`config.mk`:
```
export PLATFORM = sky130hd
export DESIGN_NAME = tib_div
export DESIGN_NICKNAME = d
export VERILOG_FILES = /design/src/rtl/core/tib_pkg.sv /design/src/rtl/core/tib_div.sv
export SDC_FILE = /design/constraint.sdc
export NUM_CORES = 1
export LEC_CHECK = 0
export ABC_AREA = 1
export BUFFER_PORTS_ARGS = -buffer_cell sky130_fd_sc_hd__clkbuf_2
export CAP_MARGIN = 0
export CORE_ASPECT_RATIO = 1.5
export CORE_MARGIN = 1
export CORE_UTILIZATION = 50
export CTS_CLUSTER_SIZE = 12
export DETAILED_ROUTE_END_ITERATION = 12
export GPL_TIMING_DRIVEN = 0
export PLACE_DENSITY = 0.71
export SETUP_SLACK_MARGIN = 0.2
export SYNTH_ARGS = -nofsm -noshare
export SYNTH_HDL_FRONTEND = slang
export SYNTH_SLANG_ARGS = --single-unit
export TNS_END_PERCENT = 20
```
`constraint.sdc`:
```
create_clock -name i_clk -period 4.9 [get_ports i_clk]
set_clock_uncertainty 0.1 [all_clocks]
set_input_delay 0.245 -clock i_clk [delete_from_list [all_inputs] [get_ports i_clk]]
set_output_delay 0.245 -clock i_clk [all_outputs]
set_load 0.05 [all_outputs]
```
`src/rtl/core/tib_pkg.sv`:
```
// Shared constants, types and register codes for the tick imbalance bar sampler.
package tib_pkg;

    // Ring depths and derived widths.
    localparam int SAMPLE_DEPTH = 256;
    localparam int BAR_DEPTH    = 64;
    localparam int SAW   = $clog2(SAMPLE_DEPTH);
    localparam int BAW   = $clog2(BAR_DEPTH);
    localparam int PTR_W = (SAW > BAW) ? SAW : BAW;
    localparam int SCW   = $clog2(SAMPLE_DEPTH + 1);
    localparam int BCW   = $clog2(BAR_DEPTH + 1);
    localparam int NW    = (SCW > BCW) ? SCW : BCW;

    // Arithmetic widths.
    localparam int NUM_W = 52;
    localparam int DVD_W = 68;
    localparam int DVS_W = 32;
    localparam int DCNT_W = $clog2(DVD_W + 1);

    // Configuration register indexes.
    typedef enum logic [2:0] {
        REG_IMB_WINDOW = 3'd0,
        REG_BAR_WINDOW = 3'd1,
        REG_INIT_TICKS = 3'd2,
        REG_EMA_MODE   = 3'd3,
        REG_TICKS_MIN  = 3'd4,
        REG_TICKS_MAX  = 3'd5
    } t_reg_idx;

    // Request to the shared divider.
    typedef struct packed {
        logic             start;
        logic [DVD_W-1:0] dividend;
        logic [DVS_W-1:0] divisor;
    } t_div_req;

endpackage

```
`src/rtl/core/tib_div.sv`:
```
// Restoring divider that retires one quotient bit per cycle.
module tib_div
    import tib_pkg::*;
(
    input  logic             i_clk,
    input  logic             i_rst_n,
    input  t_div_req         i_req,
    output logic             o_done,
    output logic [DVD_W-1:0] o_quotient
);

    logic [DVD_W-1:0]  r_dvd, n_dvd;
    logic [DVS_W-1:0]  r_rem, n_rem;
    logic [DVS_W-1:0]  r_dvs;
    logic [DCNT_W-1:0] r_cnt;
    logic              r_busy;
    logic              r_done;
    logic [DVS_W:0]    rem_sh;
    logic [DVS_W:0]    diff;

    // One restoring step: shift in the next dividend bit and try a subtract.
    always_comb begin
        rem_sh = {r_rem, r_dvd[DVD_W-1]};
        diff   = rem_sh - {1'b0, r_dvs};
        if (!diff[DVS_W]) begin
            n_rem = diff[DVS_W-1:0];
            n_dvd = {r_dvd[DVD_W-2:0], 1'b1};
        end else begin
            n_rem = rem_sh[DVS_W-1:0];
            n_dvd = {r_dvd[DVD_W-2:0], 1'b0};
        end
    end

    // Control: run one step for each bit of the dividend.
    always_ff @(posedge i_clk) begin
        if (!i_rst_n) begin
            r_busy <= 1'b0;
            r_done <= 1'b0;
            r_cnt  <= '0;
        end else begin
            r_done <= 1'b0;
            if (i_req.start) begin
                r_busy <= 1'b1;
                r_cnt  <= '0;
            end else if (r_busy) begin
                r_cnt <= r_cnt + 1'b1;
                if (r_cnt == DCNT_W'(DVD_W - 1)) begin
                    r_busy <= 1'b0;
                    r_done <= 1'b1;
                end
            end
        end
    end

    // Datapath; the dividend register collects the quotient bits.
    always_ff @(posedge i_clk) begin
        if (i_req.start) begin
            r_dvd <= i_req.dividend;
            r_dvs <= i_req.divisor;
            r_rem <= '0;
        end else if (r_busy) begin
            r_dvd <= n_dvd;
            r_rem <= n_rem;
        end
    end

    assign o_done     = r_done;
    assign o_quotient = r_dvd;

endmodule

```
# == Word level (Yosys, flattened, before mapping) ==
# Index checks and enable logic that the tools add are counted.
# word_totals
regBits,141
output_inout_bits,69
# op_classes
add_sub_neg,2
eq_ne,1
muxes,8
bitwise_logic,2
n_reduce_logical,3
# ops
op,count
two-way mux 68 bit,2
subtractor 33 x 32 -> 33 bit,1
two-way mux 32 bit,1
adder 7 x 1 -> 7 bit (second input constant),1
equality test 7 bit (second input constant),1
two-way mux 1 bit,5
OR reduction 3 bit,1
inverter 1 bit,2
nonzero test 2 bit,1
OR reduction 2 bit,1

# == Longest topological paths before layout ==
# Gate-level depths: netlist (run 1).
# depth
depth_word,4
mapped_depth,18
depth_no_buf,17

# == Worst setup path before layout (run 1) ==
# No wires, ideal clock.
# synth_timing
path_type,reg-to-reg
from,register r_dvd[67] (netlist: o_quotient[67])
to,register r_dvd[0] (netlist: o_quotient[0]) (data pin)
setup_time_ns,0.269
arrival_time_ns,2.400
t_required_ns,4.531
slack_ns,2.130
stages_incl_launch_ff,17
n_path_buf,1
path_cell_list,edfxtp_1 inv_1 ha_1 fa_1 inv_1 nand2_1 nand2_1 nand3_1 nand2_1 nand2_1 nand2_1 nand2_2 nand2_1 nand2_1 nand2_2 buf_6 o21ai_0
# synth_via
elab_chain_len,4
# synth_lines
element,line,text
start: declaration,tib_div.sv:12,"logic [DVD_W-1:0] r_dvd, n_dvd;"
start signal: assignment,tib_div.sv:58,r_dvd <= i_req.dividend;
start signal: assignment,tib_div.sv:62,r_dvd <= n_dvd;
subtractor 33 x 32 -> 33 bit,tib_div.sv:24,"diff = rem_sh - {1'b0, r_dvs};"
two-way mux 1 bit,tib_div.sv:25,if (!diff[DVS_W]) begin
two-way mux 68 bit,tib_div.sv:61,end else if (r_busy) begin
two-way mux 68 bit,tib_div.sv:57,if (i_req.start) begin
# Every way passes these cells. The select of a mux whose other input is x is not followed.
# A chain may end at the register's enable or synchronous reset.

# == Worst setup path in the final report (run 1) ==
# layout_timing
from,register r_dvd[67] (netlist: o_quotient[67])
to,register r_rem[5]
# layout_via
elab_chain_len,2
# layout_lines
element,line,text
subtractor 33 x 32 -> 33 bit,tib_div.sv:24,
two-way mux 32 bit,tib_div.sv:25,
end signal: assignment,tib_div.sv:63,r_rem <= n_rem;
end: declaration,tib_div.sv:13,"logic [DVS_W-1:0] r_rem, n_rem;"
# Every way passes these cells.

==> impl_metrics.yaml, run 1 <==
clocking:
  numCtsBuffers: 17
  cts.repair.resized: 0
  cts.htree.levels: 4
  cts_sinks: 141
  tritoncts: "yes"
  root_buffer: "clkbuf_16"
  cts_buffer_depth: 2
  postCtsSetupBuffers: 0
  clkTransAtPathRegs_ns: 0.06
  cts_hold_buffers: 96
  clk_latency_ns: 0.44
critical_path:
  path_max_fanout: 10
  crit_required_ns: 5.13
  regToRegEndpoint: "r_rem[5]"
  crit_chain: "inv_1, ha_1, fa_1, inv_1, nand2_1, nand2_1, nand3_1, nand2_1, nand2_1, nand2_1, nand2_2, nand2_1, nand2_2, nand2_4, buf_6, nand2_1, nand3_1, nand2_1"
  crit_top_cell: "nand2_1"
  critPathCapture: "r_rem[5]"
  critPathTopFamily: "simple AND/OR/NAND/NOR gates"
  cp.arrival_ns: 3.11
  start_kind: "flip-flop"
  reg2reg_from: "o_quotient[67]"
  startpoint: "o_quotient[67]"
  r2r_cells: 18
  ff2ff_setup_slack_ns: 2.02
  crit_buf_inv: 3
  cp_slowest_cell: "fa_1"
  crit_cells: 18
  endpoint_kind: "flip-flop"
  crit_type: "flip-flop to flip-flop"
  slowest_delay_ns: 0.41
synthesis:
  syn_nets: 1340
  synth_cells: 1203
  synth_edf_count: 100
  yosys.area_share.xor_xnor_pct: 1.56
  synth_seq_area_share_pct: 45.3
  synthFlopType: "edfxtp_1"
  async_flop_share_pct: 0
  ys_types: 32
  synthMuxAreaShare_pct: 0
  yosysWarnings: 0
  synthAdderAreaFrac_pct: 5.13
  synth_seq_cells: 141
  avgSynthCellArea_um2: 7.01
  synthTopCellsByArea: "edfxtp_1, nand2_1, inv_1"
  synth_compound_area_share_pct: 1.72
  yosys.area_share.simple_pct: 34.9
  synth_area_mm2: 0.00843
  synth_top_family_by_area: "simple AND/OR/NAND/NOR gates"
  synth_largest_area_cell: "edfxtp_1"
  synth_top_area_share_pct: 35.6
finish:
  syn2layout_area_growth_pct: 31.6
  area.sequential_mm2: 0.00382
  antenna_cells: 0
  layoutNonFillerInstCount: 1709
  final_util_pct: 67.9
  multiInputGateArea_mm2: 0.00365
  fillers: 1376
  layout.nets: 1627
  drive_above_1_share_pct: 14.4
  postLayoutCellArea_mm2: 0.0111
die:
  ioPinCount: 172
  die_area_mm2: 0.0174
  core-area_mm2: 0.0163
  start_util_pct: 51.6
  die_height_um: 161
  die_x_um: 108
  rows: 57
timing:
  period_minus_slack_ns: 2.88
  rsz0062_at_grt: "false"
  fin_setup_tns_ns: 0
  fmax_mhz: 347
  relSlewSlack_pct: 37.9
  drv_slew: 0
  finalCritPeriodShare_pct: 58.8
  hold_viol_final: 0
  setup_viol: 0
  worst_pin_slew_ns: 0.931
global_route:
  grt-ovfl-total: 0
  antenna_found_initial: 0
  grt_usage_pct: 29.1
  grt_pass1_vias: 8267
  grt_pass1_wl_um: 39000
  grt_max_degree: 41
run_status:
  status: "finished clean"
route:
  first_iter_violations: 436
  drc: 0
  top_layer: "met4"
  wirelength_met1_um: 8950
  routed_wl_um: 23700
  avgViaCountPerCell: 4.82
  met2_length_um: 12300
  wl_per_cell_um: 13.9
  met3_length_um: 1510
  ant_nets: 0
  vias: 8236
  dr.pass1.iters: 5
placement:
  dp_hpwl_um: 17000
  placed_cell_area_mm2: 0.00957
  numPlacedInstances: 1581
  gp_congestion: 0.957
  portBuffers: 171
power:
  peakVddDrop_mv: 0.238
  pwr_density_cell_mw_per_mm2: 299
  power.leakage_nw: 6.00
min_path:
  hold_path_class: "input pin to flip-flop"
run:
  maxCapViolations: 0
==> synth_stat cells (2+ instances only) <==
cell,n
a21oi_1,18
and2_1,4
and3_1,2
buf_1,2
buf_6,5
clkbuf_1,19
dfxtp_1,41
edfxtp_1,100
ha_1,33
inv_1,219
nand2_1,594
nand2_2,3
nand3_1,57
nand4_1,5
nor2_1,55
nor3_1,10
nor3b_1,4
o21ai_0,5
xnor2_1,13
xor2_1,2
==> cell families (layout without fill, tap and decap cells) <==
logic type      count (synthesis)  after routing
xor+xnor                       15             15
flops                         141            141
compound gates                 27             27
fa+ha+maj                      34             34
simple gates                  740            740
buf+inv                       246            546
==> cells in the final DEF, fill, tap and decap left out, drive strengths merged, types with 4 or more instances in the layout <==
cell	netlist	final
nand2	598	598
inv	220	225
clkbuf	19	209
edfxtp	100	100
dlygate4sd3	0	96
nand3	58	58
nor2	56	56
dfxtp	41	41
ha	33	33
a21oi	18	18
xnor2	13	13
nor3	11	11
buf	7	8
o21ai	6	6
nand4	5	5
clkinvlp	0	5
and2	4	4
nor3b	4	4
==> tightest hold or removal path: cells and delay by family <==
family                 cells  cell delay, ns
and+or+nand+nor            2            0.10
buffers and inverters      1            0.09
==> final cells by class <==
class | count | share of cell area [%]
clock buffer | 19 | 3.90
timing repair buffer | 268 | 16.6
buffer | 26 | 1.22
inverter | 220 | 7.44
multi-input combinational | 816 | 32.9
sequential | 141 | 34.5
tap | 206 | 2.32
clock inverter | 13 | 1.21
==> sequential cells by signal (all words and copies together) (netlist names) <==
register    count
r_busy          1
o_quotient     68
r_dvs          32
r_cnt           7
o_done          1
r_rem          32
==> per-stage QoR <==
step                hold slack (ns)  power (mW)  setup slack, ns
CTS                         0.00130        3.32             1.98
global route                 0.0147        3.44             1.75
global placement              0.322        1.99            0.612
detailed placement            0.324        1.99             1.67
finish                       0.0180        3.32             2.02
floorplan                     0.244        1.83             2.13
==> worst min-delay path by stage <==
stage,start,end,depth (start not counted)
after global routing,i_req[80],o_quotient[48],3
after detailed placement,i_req[22],r_dvs[22],1
after CTS,i_req[80],o_quotient[48],3
after global placement,i_req[21],r_dvs[21],1
final,i_req[80],o_quotient[48],3
after floorplan,i_req[0],r_dvs[0],0
==> per-layer routing <==
layer  up-vias  track usage, %
met5         -               0
met4         0            14.1
met3        53            6.62
met2       297            53.4
met1      3665            30.4
li1       4221               -
==> report_power, final <==
part           switching (mW)  internal [mW]
clock                   0.565          0.710
combinational           0.429          0.189
sequential             0.0480           1.38
total                    1.04           2.28
No activity file was read; power rests on OpenSTA's default activity.
==> run 2, diff against run 1 <==
- clock period: 4.9 -> 3 ns (I/O delays scaled with it)
==> run 2 against run 1 <==
Worst setup slack got worse by 1.6 ns; hold slack better by 0.30 ns; largest power group unchanged; cell count increased by 0.59%; non-clock buffer count up 10; cell area increased by 1.2%; via count rose by 0.50%; first-iteration DRC count is 14% higher; critical endpoint is now o_quotient[0]; combinational power grew 65%; clock-buffer cell count did not move; highest routed layer unchanged; clock power grew 64%.
==> impl_metrics.yaml, run 2 (synthesis gave the netlist of run 1 again) <==
run_status:
  status: "finished clean"
critical_path:
  reg2reg_from: "o_quotient[67]"
  slowest_delay_ns: 0.38
  r2r_cells: 16
  endpoint_kind: "flip-flop"
  crit_required_ns: 3.08
  cp_slowest_cell: "edfxtp_1"
  crit_type: "flip-flop to flip-flop"
  ff2ff_setup_slack_ns: 0.39
  path_max_fanout: 10
  start_kind: "flip-flop"
  cp.arrival_ns: 2.69
  crit_chain: "inv_1, ha_1, fa_2, inv_1, nand2_1, nand2_1, nand3_1, nand2_2, nand2_1, nand2_2, nand2_2, nand2_2, nand2_1, nand2_4, buf_12, o21ai_0"
  regToRegEndpoint: "o_quotient[0]"
global_route:
  grt_pass1_wl_um: 39500
  grt_max_degree: 41
  grt-ovfl-total: 0
  grt_pass1_vias: 8392
  antenna_found_initial: 0
  grt_usage_pct: 29.6
finish:
  postLayoutCellArea_mm2: 0.0112
  drive_above_1_share_pct: 14.9
  syn2layout_area_growth_pct: 33.2
  antenna_cells: 0
  layout.nets: 1637
  final_common_cell: "nand2_1"
  final_cell_mix: "nand2_1, inv_1, clkbuf_2, dlygate4sd3_1, edfxtp_1"
  layoutNonFillerInstCount: 1719
  largest_reg_flops: 68
  area.sequential_mm2: 0.00382
  fillers: 1364
  multiInputGateArea_mm2: 0.00368
  final_util_pct: 68.8
placement:
  portBuffers: 171
  numPlacedInstances: 1581
  gp_congestion: 0.957
  dp_hpwl_um: 17000
  placed_cell_area_mm2: 0.00957
power:
  power.leakage_nw: 6.06
  p_sw_share_pct: 31.4
  internal_power_mw: 3.73
  pwr-share-comb_pct: 18.8
  peakVddDrop_mv: 0.387
  p_seq_share_pct: 42.9
  clkPwrFrac_pct: 38.3
  p_switching_mw: 1.71
  pwr_density_cell_mw_per_mm2: 484
timing:
  fin_setup_tns_ns: 0
  rsz0062_at_grt: "true"
  relSlewSlack_pct: 38.4
  drv_slew: 0
  worst_pin_slew_ns: 0.925
  fmax_mhz: 383
  period_minus_slack_ns: 2.61
  hold_viol_final: 0
  setup_viol: 0
  finalCritPeriodShare_pct: 87.1
route:
  dr.pass1.iters: 7
  vias: 8277
  wl_per_cell_um: 14.1
  drc: 0
  ant_nets: 0
  routed_wl_um: 24200
  first_iter_violations: 497
  avgViaCountPerCell: 4.82
min_path:
  holdPathStages: 2
  hold_end: "r_dvs[19]"
  hp-start: "i_req[19]"
  hold_path_class: "input pin to flip-flop"
clocking:
  numCtsBuffers: 17
  cts.htree.levels: 4
  cts_buffer_depth: 2
  clk_latency_ns: 0.45
  cts_sinks: 141
  root_buffer: "clkbuf_16"
  tritoncts: "yes"
  clkTransAtPathRegs_ns: 0.06
run:
  maxCapViolations: 0
die:
  die_x_um: 108
  die_height_um: 161
  ioPinCount: 172
  rows: 57
  die_area_mm2: 0.0174
  core-area_mm2: 0.0163
  start_util_pct: 51.6
[run 2: cell types whose count changed in the layout (fill, tap and decap cells not counted), sizes merged]
cell	delta
dlygate4sd3	+5
buf	+5
[run 2: repair_timing]
item / CTS / global route
setup buffers: 0 / 5
setup endpoints to repair: 27 / 30
pin swaps: 0 / 3
hold endpoints to repair: 101 / 0
hold buffers: 101 / 0
gates cloned: 0 / 0
resized for setup: 3 / 9
[run 2: per-stage QoR]
step,setup WS [ns],power (mW),hold slack (ns)
after floorplan,0.230,2.98,0.149
after global placement,-1.19,3.25,0.227
after detailed placement,-0.133,3.26,0.229
after CTS,0.201,5.43,0.315
after global routing,0.175,5.62,0.321
final,0.386,5.44,0.322
[run 2: power by group through the flow]
| stage | registers [mW] | logic [mW] | clock network (mW) |
|---|---|---|---|
| 6_report | 2.33 | 1.02 | 2.08 |
| 3_5_place_dp | 2.36 | 0.896 | 0 |
| 3_3_place_gp | 2.37 | 0.880 | 0 |
| 4_1_cts | 2.32 | 1.00 | 2.10 |
| 2_1_floorplan | 2.68 | 0.300 | 0 |
| 5_1_grt | 2.34 | 1.10 | 2.18 |
[run 2: worst max path at each step]
stage | startpoint | end | slack (ns) | cells after the start
floorplan | o_quotient[67] | o_quotient[0] | 0.23 | 16
global placement | i_req[100] | o_quotient[14] | -1.19 | 4
detailed placement | i_req[100] | o_quotient[17] | -0.13 | 5
CTS | o_quotient[67] | r_rem[6] | 0.20 | 18
global route | o_quotient[67] | r_rem[12] | 0.17 | 18
finish | o_quotient[67] | o_quotient[0] | 0.39 | 16
[run 2: final cells by class]
type                       count  area share (%)
sequential                   141            34.0
clock inverter                13            1.19
clock buffer                  19            3.85
buffer                        26            1.39
tap                          206            2.29
multi-input combinational    816            32.7
inverter                     220            7.35
timing repair buffer         278            17.1
[run 2: layer usage]
layer,vias up,wire [um],track usage [%],share of wire (%)
met4,0,990,14.6,4.1
li1,4240,-,-,-
met2,284,12500,54.4,52
met1,3689,9220,30.8,38
met3,64,1460,6.78,6.0
met5,-,0,0,0
[run 2: critical path, delay by kind of cell (launching register included)]
kind,cells,cell delay [ns]
buf+inv,3,0.31
compound gates,1,0.07
simple gates,10,0.92
flops,1,0.38
fa+ha+maj,2,0.59
